$ cat config.mk
export PLATFORM = sky130hd
export DESIGN_NAME = rcw_div_stage
export DESIGN_NICKNAME = d
export VERILOG_FILES = /design/src/hw/rtl/raycast_wall_slice_projection_assert.svh /design/src/hw/rtl/rcw_div_stage.sv
export SDC_FILE = /design/constraint.sdc
export NUM_CORES = 1
export LEC_CHECK = 0
export ABC_CLOCK_PERIOD_IN_PS = 13650
export BUFFER_PORTS_ARGS = -buffer_cell sky130_fd_sc_hd__buf_4
export CAP_MARGIN = 20
export CORE_MARGIN = 2
export CORE_UTILIZATION = 52
export DETAILED_ROUTE_END_ITERATION = 6
export PLACE_DENSITY = 0.88
export RECOVER_POWER = 25
export SETUP_SLACK_MARGIN = 0.2
export SYNTH_ARGS = -nofsm -noshare
export SYNTH_HDL_FRONTEND = slang
export SYNTH_SLANG_ARGS = --single-unit
$ cat constraint.sdc
create_clock -name vclk -period 13.65
set_clock_uncertainty 0.05 [all_clocks]
set_input_delay 0.6825 -clock vclk [all_inputs]
set_output_delay 0.6825 -clock vclk [all_outputs]
set_load 0.005 [all_outputs]
$ cat src/hw/rtl/raycast_wall_slice_projection_assert.svh
// ----------------------------------------------------------------------------
// Assertion macros for the wall slice projection block
// Clock clk_i and active-low reset rst_ni are taken from the using module.
// ----------------------------------------------------------------------------
`ifndef RAYCAST_WALL_SLICE_PROJECTION_ASSERT_SVH
`define RAYCAST_WALL_SLICE_PROJECTION_ASSERT_SVH

// prop holds at every edge out of reset
`define RCW_ASSERT(lbl, prop, msg) \
  lbl: assert property (@(posedge clk_i) disable iff (!rst_ni) (prop)) else $error(msg);

// a implies b in the same cycle
`define RCW_ASSERT_IMP(lbl, a, b, msg) \
  lbl: assert property (@(posedge clk_i) disable iff (!rst_ni) (a) |-> (b)) else $error(msg);

// a implies b in the next cycle
`define RCW_ASSERT_NXT(lbl, a, b, msg) \
  lbl: assert property (@(posedge clk_i) disable iff (!rst_ni) (a) |=> (b)) else $error(msg);

`endif

$ cat src/hw/rtl/rcw_div_stage.sv
// ----------------------------------------------------------------------------
// rcw_div_stage
// A few steps of restoring unsigned division: shift in dividend bits,
// trial subtract, one quotient bit per step.
// ----------------------------------------------------------------------------
`default_nettype none

module rcw_div_stage #(
  parameter int unsigned DW   = 18,
  parameter int unsigned QW   = 24,
  parameter int unsigned BITS = 4
) (
  input  logic [DW-1:0]   rem_i,
  input  logic [DW-1:0]   div_i,
  input  logic [BITS-1:0] bits_i,
  input  logic [QW-1:0]   q_i,
  output logic [DW-1:0]   rem_o,
  output logic [QW-1:0]   q_o
);

  always_comb begin
    logic [DW:0]   sh;
    logic [DW-1:0] r;
    logic [QW-1:0] q;
    r = rem_i;
    q = q_i;
    for (int i = BITS - 1; i >= 0; i--) begin
      sh = {r, bits_i[i]};
      q  = {q[QW-2:0], 1'b0};
      if (sh >= {1'b0, div_i}) begin
        sh   = sh - {1'b0, div_i};
        q[0] = 1'b1;
      end
      r = sh[DW-1:0];
    end
    rem_o = r;
    q_o   = q;
  end

endmodule

`default_nettype wire

* After elaboration in Yosys (flattened, before gate mapping)
Cells that the tools add are included.
** Cells by class
- Add/subtract/negate cells :: 4
- $lt $le $gt $ge :: 4
- Mux-type cells :: 8
** Operator list (count)
- $ge 19x18->1 :: 4
- $mux 18 :: 4
- $sub 18x18->18 :: 4
- $mux 1 :: 4
** Word-level totals
- Register bits after elaboration :: 0
- Bits of input ports :: 64
- Word-level logic and storage cells :: 16

* Longest topological paths before layout
Gate-level depths: netlist of the first run.
- Word-level depth :: 8
- Gate-level depth with buffers :: 49

* Worst setup path before layout of the first run
No wires, ideal clock.
- Path type :: input -> output
- Start point :: input port div_i[4]
- End point :: output port rem_o[11]
- Data arrival time :: 9.941 ns
- Setup slack :: 2.977 ns
- Stages :: 41
- Cells stage by stage :: inv_1 -> ha_1 -> nand4_1 -> or4_1 -> a31oi_1 -> a2111oi_2 -> and2b_4 -> inv_2 -> clkbuf_1 -> mux2_2 -> ha_1 -> a21oi_1 -> o21ai_0 -> or3_1 -> o22a_1 -> o21ai_0 -> o2111a_1 -> buf_6 -> [... 5 more ...] -> o31a_1 -> or4_1 -> a211oi_1 -> o221ai_1 -> mux2i_4 -> clkbuf_1 -> mux2i_1 -> ha_1 -> o21ai_0 -> a21boi_0 -> o41ai_1 -> o21ai_0 -> o211ai_1 -> nand2_1 -> or3_1 -> buf_4 -> buf_2 -> o221ai_1
** On the way
- Longest elaborated chain between the ends :: 8
** RTL lines
- start, declared :: line rcw_div_stage.sv:14 : input logic [DW-1:0] div_i,
- $sub 18x18->18 or $ge 19x18->1 (tied branches) :: line rcw_div_stage.sv:31, rcw_div_stage.sv:30
- $mux 18 :: line rcw_div_stage.sv:30 : if (sh >= {1'b0, div_i}) begin
- $sub 18x18->18 or $ge 19x18->1 (tied branches) :: line rcw_div_stage.sv:31, rcw_div_stage.sv:30
- $mux 18 :: line rcw_div_stage.sv:30
- $sub 18x18->18 or $ge 19x18->1 (tied branches) :: line rcw_div_stage.sv:31, rcw_div_stage.sv:30
- $mux 18 :: line rcw_div_stage.sv:30
- $sub 18x18->18 or $ge 19x18->1 (tied branches) :: line rcw_div_stage.sv:31, rcw_div_stage.sv:30
- $mux 18 (*) :: line rcw_div_stage.sv:30
- end, declared :: line rcw_div_stage.sv:17 : output logic [DW-1:0] rem_o,
Every way passes the cells marked *; elsewhere a longest branch is shown, timed or not.

* Worst setup path after layout of the first run
- Start point :: input port div_i[3]
- End point :: output port rem_o[8]
The elaborated chain is that of the path after synthesis.

==> impl_metrics.env, run 1 <==
export IMPL_start_util=0.5297
export IMPL_drt_initial_drc_count=305
export IMPL_drt_total_wl_mm=13.39
export IMPL_cpPeakStageDelay_ps=570
export IMPL_cp_start_kind="input port"
export IMPL_ys_types=62
export IMPL_seqCellArea_um2=0
export IMPL_fillers=823
export IMPL_status="completed"
export IMPL_worstPathRequired_ps=12920
export IMPL_maxCapViolCount=0
export IMPL_route_detailed_drc=0
export IMPL_grt_pass1_wl_mm=22.20
export IMPL_die_h_um=97.79
export IMPL_vias=5125
export IMPL_ir_drop_v=0.0002733
export IMPL_antenna_left=0
export IMPL_wl_per_cell_um=16.76
export IMPL_portBuffers=62
export IMPL_cp_startpoint="div_i[3]"
export IMPL_post_route_util=0.5761
export IMPL_drive_gt1_frac=0.1375
export IMPL_setup_violations=0
export IMPL_syn_area_mm2=0.004574
export IMPL_num_clock_buffers=0
export IMPL_netlist_instances=659
export IMPL_areaGrowthSynthToFinish_pct=8.753
export IMPL_fin_crit_ps=12370
export IMPL_critPathArrivalTime_ps=11630
export IMPL_setup_slack_ps=1283
export IMPL_path_max_fanout=24
export IMPL_seq_area_frac_synth=0
export IMPL_firstDrtPassIters=5
export IMPL_overflow=0
export IMPL_grt_pass1_vias=4870
export IMPL_seq_cells=0
export IMPL_slew_headroom=0.5804
export IMPL_endpoint="rem_o[8]"
export IMPL_grt_max_degree=25
export IMPL_ys_top_cells_by_area="ha_1 (20%), a21oi_1 (7.5%), xnor2_1 (6.9%)"
export IMPL_synth_area_leader_cell="ha_1"
export IMPL_p_per_area_mw_per_mm2=333.9
export IMPL_antenna_found_initial=0
export IMPL_place_ws_ps=1144
export IMPL_diodes=0
export IMPL_period_share=0.9060
export IMPL_p_leak_nw=2.310
export IMPL_drv_slew=0
export IMPL_crit_slowest_cell="or4_1"
export IMPL_hold_ws_ps=1315
export IMPL_fmax_ghz=0.08086
export IMPL_setup_tns_ps=0
export IMPL_worstSetupPathType="input port to output port"
export IMPL_coreArea_mm2=0.008636
export IMPL_gp_congestion=0.9482
export IMPL_syn_avg_cell_area_um2=6.941
export IMPL_rsz0062_at_grt="false"
export IMPL_end_kind="output port"
export IMPL_hold_class="input port to output port"
export IMPL_worst_slew_pin_slew_ps=624.1
export IMPL_num_rows=34
export IMPL_die_area_mm2=0.009563
export IMPL_grt_usage=0.2680
export IMPL_crit_top_cell="ha_1"
export IMPL_yosys_warnings=0
export IMPL_final_nets=833
export IMPL_power_w=0.001661
export IMPL_fp_dieW_um=97.79
export IMPL_viasPerCell=6.414
export IMPL_hold_viol_final=0
export IMPL_dpl_hpwl_mm=11.18
export IMPL_synth_nets=799
export IMPL_pin_count=106
export IMPL_synth_top_cell_area_share=0.1969
==> critical path, delay by kind of cell <==
| kind | cells | cell delay [ps] |
|---|---|---|
| fa+ha+maj | 4 | 1270 |
| simple gates | 11 | 2790 |
| compound gates | 18 | 4600 |
| mux | 3 | 1200 |
| buf+inv | 7 | 1060 |
==> area by class of cell <==
| type | count | area, um2 | share of cell area |
|---|---|---|---|
| Tap cell | 108 | 135.1 | 0.02716 |
| Multi-Input combinational cell | 575 | 4155 | 0.8353 |
| Inverter | 51 | 196.4 | 0.03949 |
| Timing Repair Buffer | 65 | 488.0 | 0.09809 |
==> per-stage QoR <==
stage               std cells  cell area, um2
global route              799            4975
finish                    799            4975
floorplan                 659            4574
CTS                       799            4974
detailed placement        799            4974
global placement          799            4974
==> synth_stat cells, types with 5 or more instances <==
cell type,n
nor2b_1,6
nor3_1,13
buf_2,5
xor2_1,17
o221ai_1,9
a21o_1,17
buf_4,21
nand3_1,12
nand2b_1,13
inv_1,47
a221o_1,5
o21ai_0,46
a211oi_1,12
o31a_1,6
nand2_1,59
ha_1,72
o31ai_1,6
xnor2_1,36
o21bai_1,7
clkbuf_1,5
o21a_1,17
nor2_1,52
a21boi_0,5
nand4_1,12
mux2i_1,10
mux2_2,17
a21oi_1,69
==> power breakdown <==
| part | switching (W) | internal, W | leakage (nW) |
|---|---|---|---|
| logic | 0.000881 | 0.000780 | 2.31 |
| clock network | 0 | 0 | 0 |
| registers | 0 | 0 | 0 |
| total | 0.000881 | 0.000780 | 2.31 |
==> per-layer routing <==
layer,routed length [um],vias to the layer above,track usage
met5,0,-,0
met4,318,0,0.06731
met3,908,34,0.01790
met2,6220,257,0.4642
met1,5946,2356,0.3634
li1,-,2478,-
==> what timing repair did <==
item                                    4_1_cts  5_1_grt
setup buffers                                 0        0
hold buffers                                  0        0
resized for setup                             0        3
endpoints found under the setup margin        0        6
==> kinds of logic after synthesis <==
group                      Yosys count  share of synthesized area
AOI/OAI and AO/OA                  229                     0.3269
and+or+nand+nor                    189                     0.1967
muxes                               28                    0.06865
xor gates and xnor gates            53                     0.1015
buffers and inverters               84                    0.09190
adders and majority gates           76                     0.2144
==> worst min-delay path by stage <==
stage,startpoint,endpoint,slack [ps],cells after the start
2_1_floorplan,q_i[6],q_o[10],1400,1
3_3_place_gp,q_i[16],q_o[20],1320,0
3_5_place_dp,q_i[16],q_o[20],1320,0
4_1_cts,q_i[16],q_o[20],1320,0
5_1_grt,q_i[13],q_o[17],1320,0
6_report,q_i[13],q_o[17],1320,0
==> cell usage in the layout, fill, tap and decap left out, types with 6 or more instances in the layout <==
cell type | Yosys | final
o21bai_1 | 7 | 7
a21o_1 | 17 | 17
buf_4 | 21 | 65
nand2b_1 | 13 | 13
o221ai_1 | 9 | 9
o31ai_1 | 6 | 6
o21a_1 | 17 | 17
nor2_1 | 52 | 52
nand2_1 | 59 | 59
o31a_1 | 6 | 6
nand3_1 | 12 | 12
xnor2_1 | 36 | 36
o21ai_0 | 46 | 44
a211oi_1 | 12 | 12
mux2_2 | 17 | 17
nor3_1 | 13 | 13
xor2_1 | 17 | 17
mux2i_1 | 10 | 10
a21oi_1 | 69 | 69
nor2b_1 | 6 | 6
nand4_1 | 12 | 12
ha_1 | 72 | 72
inv_1 | 47 | 47
Power figures use the tool's default switching activity.
==> inputs of run 2 (changes only) <==
--- a/config.mk
+++ b/config.mk
@@ -13,5 +13,4 @@
 export DETAILED_ROUTE_END_ITERATION = 6
 export PLACE_DENSITY = 0.88
-export RECOVER_POWER = 25
 export SETUP_SLACK_MARGIN = 0.2
 export SYNTH_ARGS = -nofsm -noshare
==> constraint.sdc (replaced) <==
create_clock -name vclk -period 13.65
set_clock_uncertainty 0.05 [all_clocks]
set_input_delay 0.6825 -clock vclk [all_inputs]
set_output_delay 0.6825 -clock vclk [all_outputs]
set_load 0.1 [all_outputs]
==> run 2 against run 1 <==
Effect of this change:
- sequential share of layout area is the same
- final cell count is the same
- setup slack lost 380 ps
- non-clock buffer count is the same
- first-iteration DRC count grew 10%
- hold slack is essentially flat
- cell area is the same
- global-route usage shrank 0.19 points
- routed wire length shrank 0.17%
==> impl_metrics.env, run 2 (synthesis gave the netlist of run 1 again) <==
export IMPL_viasPerCell=6.397
export IMPL_drv_slew=0
export IMPL_drt_initial_drc_count=336
export IMPL_start_util=0.5297
export IMPL_rsz0062_at_grt="false"
export IMPL_critPathArrivalTime_ps=12010
export IMPL_dpl_hpwl_mm=11.20
export IMPL_num_rows=34
export IMPL_grt_usage=0.2661
export IMPL_diodes=0
export IMPL_dpl_cell_count=799
export IMPL_antenna_left=0
export IMPL_firstDrtPassIters=7
export IMPL_worstSetupPathType="input port to output port"
export IMPL_cpPeakStageDelay_ps=580
export IMPL_die_area_mm2=0.009563
export IMPL_fin_area_mm2=0.004975
export IMPL_fillers=806
export IMPL_fin_crit_ps=12750
export IMPL_setup_violations=0
export IMPL_post_dp_cell_area_mm2=0.004974
export IMPL_worst_slew_pin_slew_ps=667.6
export IMPL_vias=5111
export IMPL_die_h_um=97.79
export IMPL_fp_dieW_um=97.79
export IMPL_final_cell_count_no_fill=799
export IMPL_crit_slowest_cell="or4_1"
export IMPL_wl_per_cell_um=16.73
export IMPL_period_share=0.9337
export IMPL_post_route_util=0.5761
export IMPL_portBuffers=62
export IMPL_drt_total_wl_mm=13.37
export IMPL_path_delay_family="compound AO/OA/AOI/OAI gates"
export IMPL_critical_path_buf_inv_count=6
export IMPL_route_detailed_drc=0
export IMPL_hp_start="q_i[18]"
export IMPL_gp_congestion=0.9606
export IMPL_coreArea_mm2=0.008636
export IMPL_drive_gt1_frac=0.1375
export IMPL_overflow=0
export IMPL_pin_count=106
export IMPL_multi_input_area_mm2=0.004155
export IMPL_cp_start_kind="input port"
export IMPL_path_max_fanout=24
export IMPL_final_cell_mix="ha_1 (72), a21oi_1 (69), buf_4 (65)"
export IMPL_fmax_ghz=0.07846
export IMPL_grt_pass1_vias=4864
export IMPL_areaGrowthSynthToFinish_pct=8.753
export IMPL_seq_cells=0
export IMPL_hold_viol_final=0
export IMPL_final_common_cell="ha_1"
export IMPL_slew_headroom=0.5503
export IMPL_seqCellArea_um2=0
export IMPL_hold_class="input port to output port"
export IMPL_antenna_found_initial=0
export IMPL_setup_tns_ps=0
export IMPL_grt_max_degree=25
export IMPL_final_nets=833
export IMPL_num_clock_buffers=0
export IMPL_grt_pass1_wl_mm=21.98
export IMPL_end_kind="output port"
export IMPL_status="completed"
export IMPL_cts_setup_buffers=0
export IMPL_maxCapViolCount=0
export IMPL_cp_startpoint="div_i[4]"
export IMPL_worstPathRequired_ps=12920
==> run 2: cell counts in the layout (fill, tap and decap cells not counted) <==
No cell type changed its count.
==> run 2: worst paths after layout <==
path	end	slack, ps	depth (start not counted)
max	rem_o[10]	900	42
min	q_o[22]	1320	0
==> run 2: stage by stage <==
stage / hold WS [ps] / worst slack, ps
3_3_place_gp: 1316 / 1184
2_1_floorplan: 1527 / 277.7
4_1_cts: 1316 / 966.9
5_1_grt: 1315 / 264.6
3_5_place_dp: 1316 / 1000
6_report: 1315 / 904.6
==> run 2: per-layer routing <==
metal  vias up  wire length (um)  global-route usage
met5         -                 0                   0
met4         0               354             0.06731
met3        34               938             0.01575
met2       237              6260              0.4653
met1      2362              5817              0.3582
li1       2478                 -                   -
==> run 2: layout make-up <==
type               count  share of cell area
repair buffers        65             0.09809
multi-input cells    575              0.8353
inverters             51             0.03949
well taps            108             0.02716
==> run 2: repair_timing <==
action | CTS | global route
hold buffers | 0 | 0
setup endpoints to repair | 0 | 8
gates resized for setup | 0 | 1
Power of run 2 is left out: the tool's default activity adds up to more than one toggle a clock period on the data nets, which glitch-free logic cannot reach.
